<file path="src/rtl/bxavg_pkg.sv">
`timescale 1ns / 1ps
`default_nettype none
// ----------------------------------------------------------------------------
// bxavg_pkg: shared constants and types of the box average downscaler
// Field widths, register indexes, controller/datapath command and status.
// ----------------------------------------------------------------------------
package bxavg_pkg;

  // Sizing
  localparam int MAX_WIDTH  = 4096;
  localparam int MAX_FACTOR = 16;
  localparam int MAX_HEIGHT = 4096;

  // Fixed field and register widths
  localparam int PIX_W    = 8;
  localparam int CFG_W    = 13;
  localparam int CFG_F_W  = 5;
  localparam int CFG_IDX_W = 2;

  // Derived widths
  localparam int COL_W  = $clog2(MAX_WIDTH);
  localparam int ROW_W  = $clog2(MAX_HEIGHT);
  localparam int BLK_W  = $clog2(MAX_FACTOR);
  localparam int SUM_W  = PIX_W + 2 * BLK_W;
  localparam int DIV_W  = 2 * BLK_W + 1;
  localparam int QUO_W  = PIX_W;
  localparam int STEP_W = $clog2(QUO_W);
  localparam int NUM_CH = 3;

  // Configuration register indexes
  localparam logic [CFG_IDX_W-1:0] CFG_IMAGE_WIDTH  = 2'd0;
  localparam logic [CFG_IDX_W-1:0] CFG_IMAGE_HEIGHT = 2'd1;
  localparam logic [CFG_IDX_W-1:0] CFG_SCALE_FACTOR = 2'd2;

  // Controller states, one-hot
  typedef enum logic [3:0] {
    ST_IDLE = 4'b0001,
    ST_ACC  = 4'b0010,
    ST_DIV  = 4'b0100,
    ST_OUT  = 4'b1000
  } bxavg_state_e;

  typedef struct packed {
    logic capture;   // take pixel, read column sum, advance position
    logic update;    // accumulate, write back, load divider
    logic div_step;  // one quotient bit
    logic out_load;  // move averages to output register
  } bxavg_cmd_t;

  typedef struct packed {
    logic emit;      // captured pixel closes a block
    logic out_free;  // output register can take a result this cycle
  } bxavg_stat_t;

endpackage
`default_nettype wire

</file>
<file path="src/rtl/bxavg_ctrl.sv">
`timescale 1ns / 1ps
`default_nettype none
// ----------------------------------------------------------------------------
// bxavg_ctrl: sequencing state machine
// Steps each pixel through capture and accumulate, a block-closing pixel also through divide and output load.
// ----------------------------------------------------------------------------
module bxavg_ctrl import bxavg_pkg::*; (
  input  wire logic        clk_i,
  input  wire logic        rst_ni,
  input  wire logic        pix_valid_i,
  output logic             pix_ready_o,
  input  wire bxavg_stat_t stat_i,
  output bxavg_cmd_t       cmd_o
);

  bxavg_state_e            state_q, state_d;
  logic [STEP_W-1:0]       step_q, step_d;

  always_comb begin
    state_d = state_q;
    step_d  = step_q;
    cmd_o   = '0;
    case (state_q)
      ST_IDLE: begin
        if (pix_valid_i) begin
          cmd_o.capture = 1'b1;
          state_d       = ST_ACC;
        end
      end
      ST_ACC: begin
        cmd_o.update = 1'b1;
        step_d       = '0;
        state_d      = stat_i.emit ? ST_DIV : ST_IDLE;
      end
      ST_DIV: begin
        cmd_o.div_step = 1'b1;
        step_d         = step_q + STEP_W'(1);
        if (step_q == STEP_W'(QUO_W - 1)) begin
          state_d = ST_OUT;
        end
      end
      ST_OUT: begin
        if (stat_i.out_free) begin
          cmd_o.out_load = 1'b1;
          state_d        = ST_IDLE;
        end
      end
      default: begin
        state_d = ST_IDLE;
      end
    endcase
  end

  assign pix_ready_o = (state_q == ST_IDLE);

  always_ff @(posedge clk_i or negedge rst_ni) begin
    if (!rst_ni) begin
      state_q <= ST_IDLE;
      step_q  <= '0;
    end else begin
      state_q <= state_d;
      step_q  <= step_d;
    end
  end

endmodule
`default_nettype wire

</file>
<file path="config.mk">
export PLATFORM = sky130hd
export DESIGN_NAME = bxavg_ctrl
export DESIGN_NICKNAME = d
export VERILOG_FILES = /design/src/rtl/bxavg_pkg.sv /design/src/rtl/bxavg_ctrl.sv
export SDC_FILE = /design/constraint.sdc
export NUM_CORES = 1
export LEC_CHECK = 0
export BUFFER_PORTS_ARGS = -buffer_cell sky130_fd_sc_hd__buf_2
export CORE_AREA = 5 5 42 44
export DETAILED_ROUTE_END_ITERATION = 6
export DIE_AREA = 0 0 47 49
export GPL_ROUTABILITY_DRIVEN = 0
export HOLD_SLACK_MARGIN = 0.03
export SYNTH_ARGS = -nofsm -noshare
export SYNTH_HDL_FRONTEND = slang
export SYNTH_SLANG_ARGS = --single-unit
</file>
<file path="constraint.sdc">
create_clock -name clk_i -period 1.9 [get_ports clk_i]
set_input_delay 0.095 -clock clk_i [delete_from_list [all_inputs] [get_ports clk_i]]
set_output_delay 0.095 -clock clk_i [all_outputs]
set_load 0.03 [all_outputs]
</file>
==> qor.csv, run 1 <==
stage,metric,value,unit
drt,drc,0,
finish,n_antenna_cell,0,
sta,relSlewSlack,0.738,
place,dp_hpwl,628,um
logic_synthesis,synth_largest_area_cell,dfrtp_1,
power_and_ir_drop,p_leak,0.236,nW
logic_synthesis,avgSynthCellArea,10.0,um2
worst_setup_path,critPathArrivalTime,1.51,ns
drt,dr.pass1.iters,3,
sta,finalHoldViolCount,0,
clocking,clkLatencyLatePin,0.26,ns
clocking,cts_tree,yes,
logic_synthesis,synth_cell_types,27,
floorplan,num_io_pins,10,
logic_synthesis,synth-async-reset-ratio,1.00,
sta,period_share,0.847,
worst_setup_path,rr_endpoint,state_q[0],
worst_setup_path,cp_slowest_cell,dfstp_2,
global_route,antenna_found_initial,0,
logic_synthesis,synth-seq-cells,7,
sta,rsz0062_at_grt,false,
floorplan,die_area,2300,um2
finish,syn2layout_area_growth,17.5,%
sta,drv_slew,0,
sta,tightestPinTransition,0.393,ns
place,numPortBuffers,9,
sta,setup_viol,0,
drt,viasPerCell,5.15,
clocking,clk_path_buf_depth,2,
drt,drt_wl_total,833,um
global_route,grt_pass1_vias,318,
run,max-cap-violations,0,
drt,num_vias,366,
worst_setup_path,max_stage_delay,0.64,ns
hold_path,hold_path_end,state_q[1],
clocking,clk_pin_slew,0.05,ns
finish,drive_gt1_frac,0.291,
worst_setup_path,critPathCaptureType,primary output,
hold_path,hold_class,in -> reg,
clocking,htree_levels,1,
global_route,grt-busiest-layer,met1,
worst_setup_path,r2r_cells,5,
worst_setup_path,critPathRequiredTime,1.80,ns
worst_setup_path,crit_type,reg -> out,
global_route,track_usage,0.0879,
logic_synthesis,synth_edf_count,0,
floorplan,die_x,47,um
logic_synthesis,synthTopCellsByArea,"dfrtp_1, dfstp_2, ha_1",
sta,fin_crit,1.61,ns
power_and_ir_drop,ir_drop,0.000509,V
logic_synthesis,syn_inst,45,
floorplan,start_util,0.322,
place,dp_worst_setup_slack,0.358,ns
power_and_ir_drop,p_per_area,1420,nW/um2
clocking,cts_buffers,3,
finish,seqCellArea,176,um2
logic_synthesis,synth_top_area_share,0.332,
finish,fin_nets,63,
logic_synthesis,yosysMostFrequentCell,dfrtp_1,
sta,max_freq,0.621,GHz
run_status,status,finished clean,
clocking,root_buffer,clkbuf_4,
hold_path,whs_path_depth,2,
logic_synthesis,yosys_warnings,0,
global_route,grt_first_pass_wirelength,1420,um
logic_synthesis,ys_seq_area_frac,0.391,
logic_synthesis,ys.flop_type,dfrtp_1,
drt,wl_per_cell,11.7,um
sta,fin_ws,0.290,ns
floorplan,die_h,49,um
finish,fillers,154,
floorplan,rows,14,
global_route,use_met2,0.104,
worst_setup_path,reg2reg_from,step_q[0],
sta,setup_tns,0,ns
sta,clock_skew,0.00575,ns
logic_synthesis,syn_area,452,um2
floorplan,core_area,1400,um2
worst_setup_path,critPathLaunchType,flip-flop,
clocking,cts.sinks,7,
global_route,met1_usage,0.119,
drt,drtAntennaViolNets,0,
worst_setup_path,crit_chain,nor4b_4 > and2_1 > buf_2,
global_route,grt_max_degree,13,
hold_path,hp-start,pix_valid_i,
finish,multiInputGateArea,241,um2
global_route,grtUsageMet3,0.0480,
drt,drt_iter0_markers,11,
clocking,post_cts_buffers,0,
worst_setup_path,r2r_slack,0.35,ns
worst_setup_path,cp_max_fo,11,
global_route,overflow,0,
logic_synthesis,syn_nets,52,
-- worst max-delay path, delay by kind of cell, from the launching register on --
family	cells	cell delay [ns]
flip-flops	1	0.64
AND/OR/NAND/NOR	2	0.43
buffers and inverters	1	0.19
-- cells by family after synthesis --
| family | Yosys count | share of synthesized area |
|---|---|---|
| AO/OA/AOI/OAI | 12 | 0.183 |
| adder cells (fa/ha/maj) | 2 | 0.0554 |
| buffers and inverters | 7 | 0.0748 |
| flip-flops | 7 | 0.391 |
| multiplexers | 1 | 0.0222 |
| AND/OR/NAND/NOR | 16 | 0.274 |
-- through the flow --
step	hold WS [ns]	total power [mW]	cells	instance area, um2	utilization
2_1_floorplan	-0.201	0.557	45	452	-
3_3_place_gp	-0.0622	0.615	66	494	0.353
3_5_place_dp	-0.0616	0.621	66	494	0.353
4_1_cts	0.0691	0.766	71	531	0.379
5_1_grt	0.0849	0.817	71	531	0.379
6_report	0.0756	0.755	71	531	0.379
-- sequential cells by signal (all words and copies together) (netlist names) --
register	count
state_q	4
step_q	3
-- cell type report --
class	count	area share
Multi-Input combinational cell	31	0.455
Timing Repair Buffer	10	0.104
Tap cell	16	0.0377
Inverter	3	0.0212
Sequential cell	7	0.333
Clock buffer	4	0.0495
-- layout by cell type, fill, tap and decap left out, types with 2 or more instances in the layout --
| cell type | synthesis | routed |
|---|---|---|
| a22oi_1 | 3 | 3 |
| buf_2 | 3 | 9 |
| inv_1 | 3 | 3 |
| clkbuf_4 | 0 | 3 |
| ha_1 | 2 | 2 |
| and2_1 | 2 | 2 |
| o21ai_0 | 3 | 3 |
| nand2_1 | 3 | 3 |
| nor3_1 | 2 | 2 |
| dfrtp_1 | 6 | 6 |
-- layer usage --
metal	part of all wire	wire [um]
met1	0.49	412
met2	0.41	339
met3	0.073	61
met4	0.023	19
met5	0	0
-- what timing repair did --
action                                 4_1_cts  5_1_grt
endpoints found under the hold margin        7        0
resized for setup                            0        0
hold buffers                                 1        0
-- worst max-delay path by stage --
stage | from | endpoint | slack [ns] | cells past startpoint
2_1_floorplan | state_q[3] | cmd_o[2] | 0.21 | 2
3_3_place_gp | step_q[0] | state_q[0] | 0.37 | 5
3_5_place_dp | step_q[0] | state_q[0] | 0.36 | 5
4_1_cts | state_q[0] | cmd_o[3] | 0.27 | 3
5_1_grt | state_q[0] | cmd_o[3] | 0.20 | 3
6_report | state_q[0] | cmd_o[3] | 0.29 | 3
-- report_power, final --
group | total, mW | leakage [nW] | internal, mW | switching (mW)
Clock | 0.138 | 0.0150 | 0.0803 | 0.0581
Sequential | 0.302 | 0.0818 | 0.207 | 0.0958
Combinational | 0.314 | 0.140 | 0.151 | 0.163
Total | 0.755 | 0.236 | 0.438 | 0.317
Power figures use the tool's default switching activity.
==> run 2, diff against run 1 <==
Clock period 1.9 ns to 1.4 ns, I/O delays scaled along.
==> qor.csv, run 2 (synthesized netlist as in run 1, its figures left out) <==
stage,metric,value,unit
worst_setup_path,critPathCaptureType,primary output,
floorplan,rows,14,
drt,drt_wl_total,1100,um
place,numPortBuffers,9,
sta,hold_slack,0.0781,ns
floorplan,die_h,49,um
drt,wl_per_cell,13.7,um
global_route,track_usage,0.0958,
worst_setup_path,rr_endpoint,state_q[0],
worst_setup_path,reg2reg_from,step_q[1],
clocking,htree_levels,1,
sta,fin_ws,-0.125,ns
finish,fillers,134,
finish,fin_util,0.470,
drt,drt_iter0_markers,9,
sta,drv_slew,0,
worst_setup_path,r2r_cells,5,
power_and_ir_drop,ir_drop,0.000844,V
sta,relSlewSlack,0.775,
finish,top_register,state_q,
clocking,root_buffer,clkbuf_4,
place,dp_hpwl,692,um
finish,final_cell_mix,"buf_4, buf_2, buf_6",
drt,wl_met1,466,um
drt,met2_wirelength,548,um
global_route,antenna_found_initial,0,
sta,setup_tns,-0.269,ns
drt,drc,0,
global_route,grt_max_degree,11,
sta,tightestPinTransition,0.336,ns
finish,fin_cells,80,
worst_setup_path,critPathLaunchType,flip-flop,
clocking,cts_tree,yes,
sta,finalHoldViolCount,0,
finish,drive_gt1_frac,0.531,
global_route,overflow,0,
drt,top_layer_used,met4,
finish,seqCellArea,180,um2
clocking,clkLatencyLatePin,0.24,ns
drt,num_vias,407,
sta,period_share,1.09,
clocking,clk_pin_slew,0.05,ns
worst_setup_path,r2r_slack,-0.11,ns
finish,largest_reg_flops,4,
clocking,cts_buffers,3,
worst_setup_path,critPathArrivalTime,1.45,ns
floorplan,die_x,47,um
sta,max_freq,0.656,GHz
drt,viasPerCell,5.09,
run_status,violations,negative setup slack,
drt,wl_met3,45,um
sta,clock_skew,0.000172,ns
floorplan,die_area,2300,um2
sta,rsz0062_at_grt,true,
sta,fin_crit,1.52,ns
worst_setup_path,crit_type,reg -> out,
floorplan,start_util,0.322,
hold_path,whs_path_depth,2,
run,max-cap-violations,0,
worst_setup_path,cp_max_fo,7,
global_route,grt_pass1_vias,372,
hold_path,hp-start,pix_valid_i,
clocking,cts.sinks,7,
finish,layout_commonest_cell,buf_4,
sta,setup_viol,3,
finish,fin_nets,72,
global_route,grt_first_pass_wirelength,1570,um
drt,drtAntennaViolNets,0,
hold_path,hold_path_end,state_q[1],
run_status,status,finished with violations,
finish,reg_top3,"state_q x4, step_q x3",
hold_path,hold_class,in -> reg,
worst_setup_path,critPathRequiredTime,1.33,ns
place,dp_worst_setup_slack,-0.117,ns
finish,multiInputGateArea,270,um2
place,place_inst,71,
floorplan,num_io_pins,10,
finish,n_antenna_cell,0,
drt,dr.pass1.iters,4,
clocking,clk_path_buf_depth,2,
floorplan,core_area,1400,um2
power_and_ir_drop,p_leak,0.284,nW
finish,syn2layout_area_growth,45.7,%
power_and_ir_drop,p_per_area,1920,nW/um2
-- run 2: cell types whose count changed in the layout (fill, tap and decap cells not counted), moves of 3 or more --
cell | previous run | this run
buf_4 | 0 | 10
buf_6 | 0 | 4
buf_2 | 9 | 4
dfrtp_2 | 0 | 3
dfrtp_1 | 6 | 3
-- run 2: worst max-delay path, cell delays in order (launching register included) --
cell     delay, ns
dfrtp_2       0.46
nor4b_4       0.41
and2_4        0.21
buf_6         0.12
-- run 2: area by class of cell --
cell class / count / share of cell area
tap: 16 / 0.0304
multi-input combinational: 31 / 0.411
inverter: 3 / 0.0171
clock buffer: 4 / 0.0399
timing repair buffer: 19 / 0.228
sequential: 7 / 0.274
-- run 2: metal layers --
layer	GRT usage	vias up
met5	0	-
met4	0.0691	0
met3	0.0332	4
met2	0.129	9
met1	0.122	191
li1	-	203
-- run 2: power by group --
part / switching (mW) / internal [mW]
clock network: 0.0672 / 0.108
registers: 0.0651 / 0.283
logic: 0.370 / 0.370
total: 0.502 / 0.761
-- run 2: metrics by stage --
stage | total power [mW] | cell area [um2]
after floorplan | 0.793 | 467
after global placement | 0.917 | 541
after detailed placement | 0.922 | 541
after CTS | 1.17 | 609
after global routing | 1.35 | 658
final | 1.26 | 658
-- run 2: repair_timing --
action,4_1_cts,5_1_grt
pin swaps,1,3
endpoints found under the setup margin,7,7
gates resized for setup,10,8
setup buffers,1,3
hold buffers,1,0
endpoints found under the hold margin,7,0
-- run 2: how the worst max path moves through the flow --
| stage | from | endpoint | cells past startpoint |
|---|---|---|---|
| finish | state_q[2] | cmd_o[3] | 3 |
| global route | step_q[1] | state_q[0] | 5 |
| CTS | state_q[0] | cmd_o[3] | 3 |
| detailed placement | step_q[1] | state_q[0] | 5 |
| global placement | step_q[1] | state_q[0] | 5 |
| floorplan | state_q[1] | cmd_o[1] | 2 |
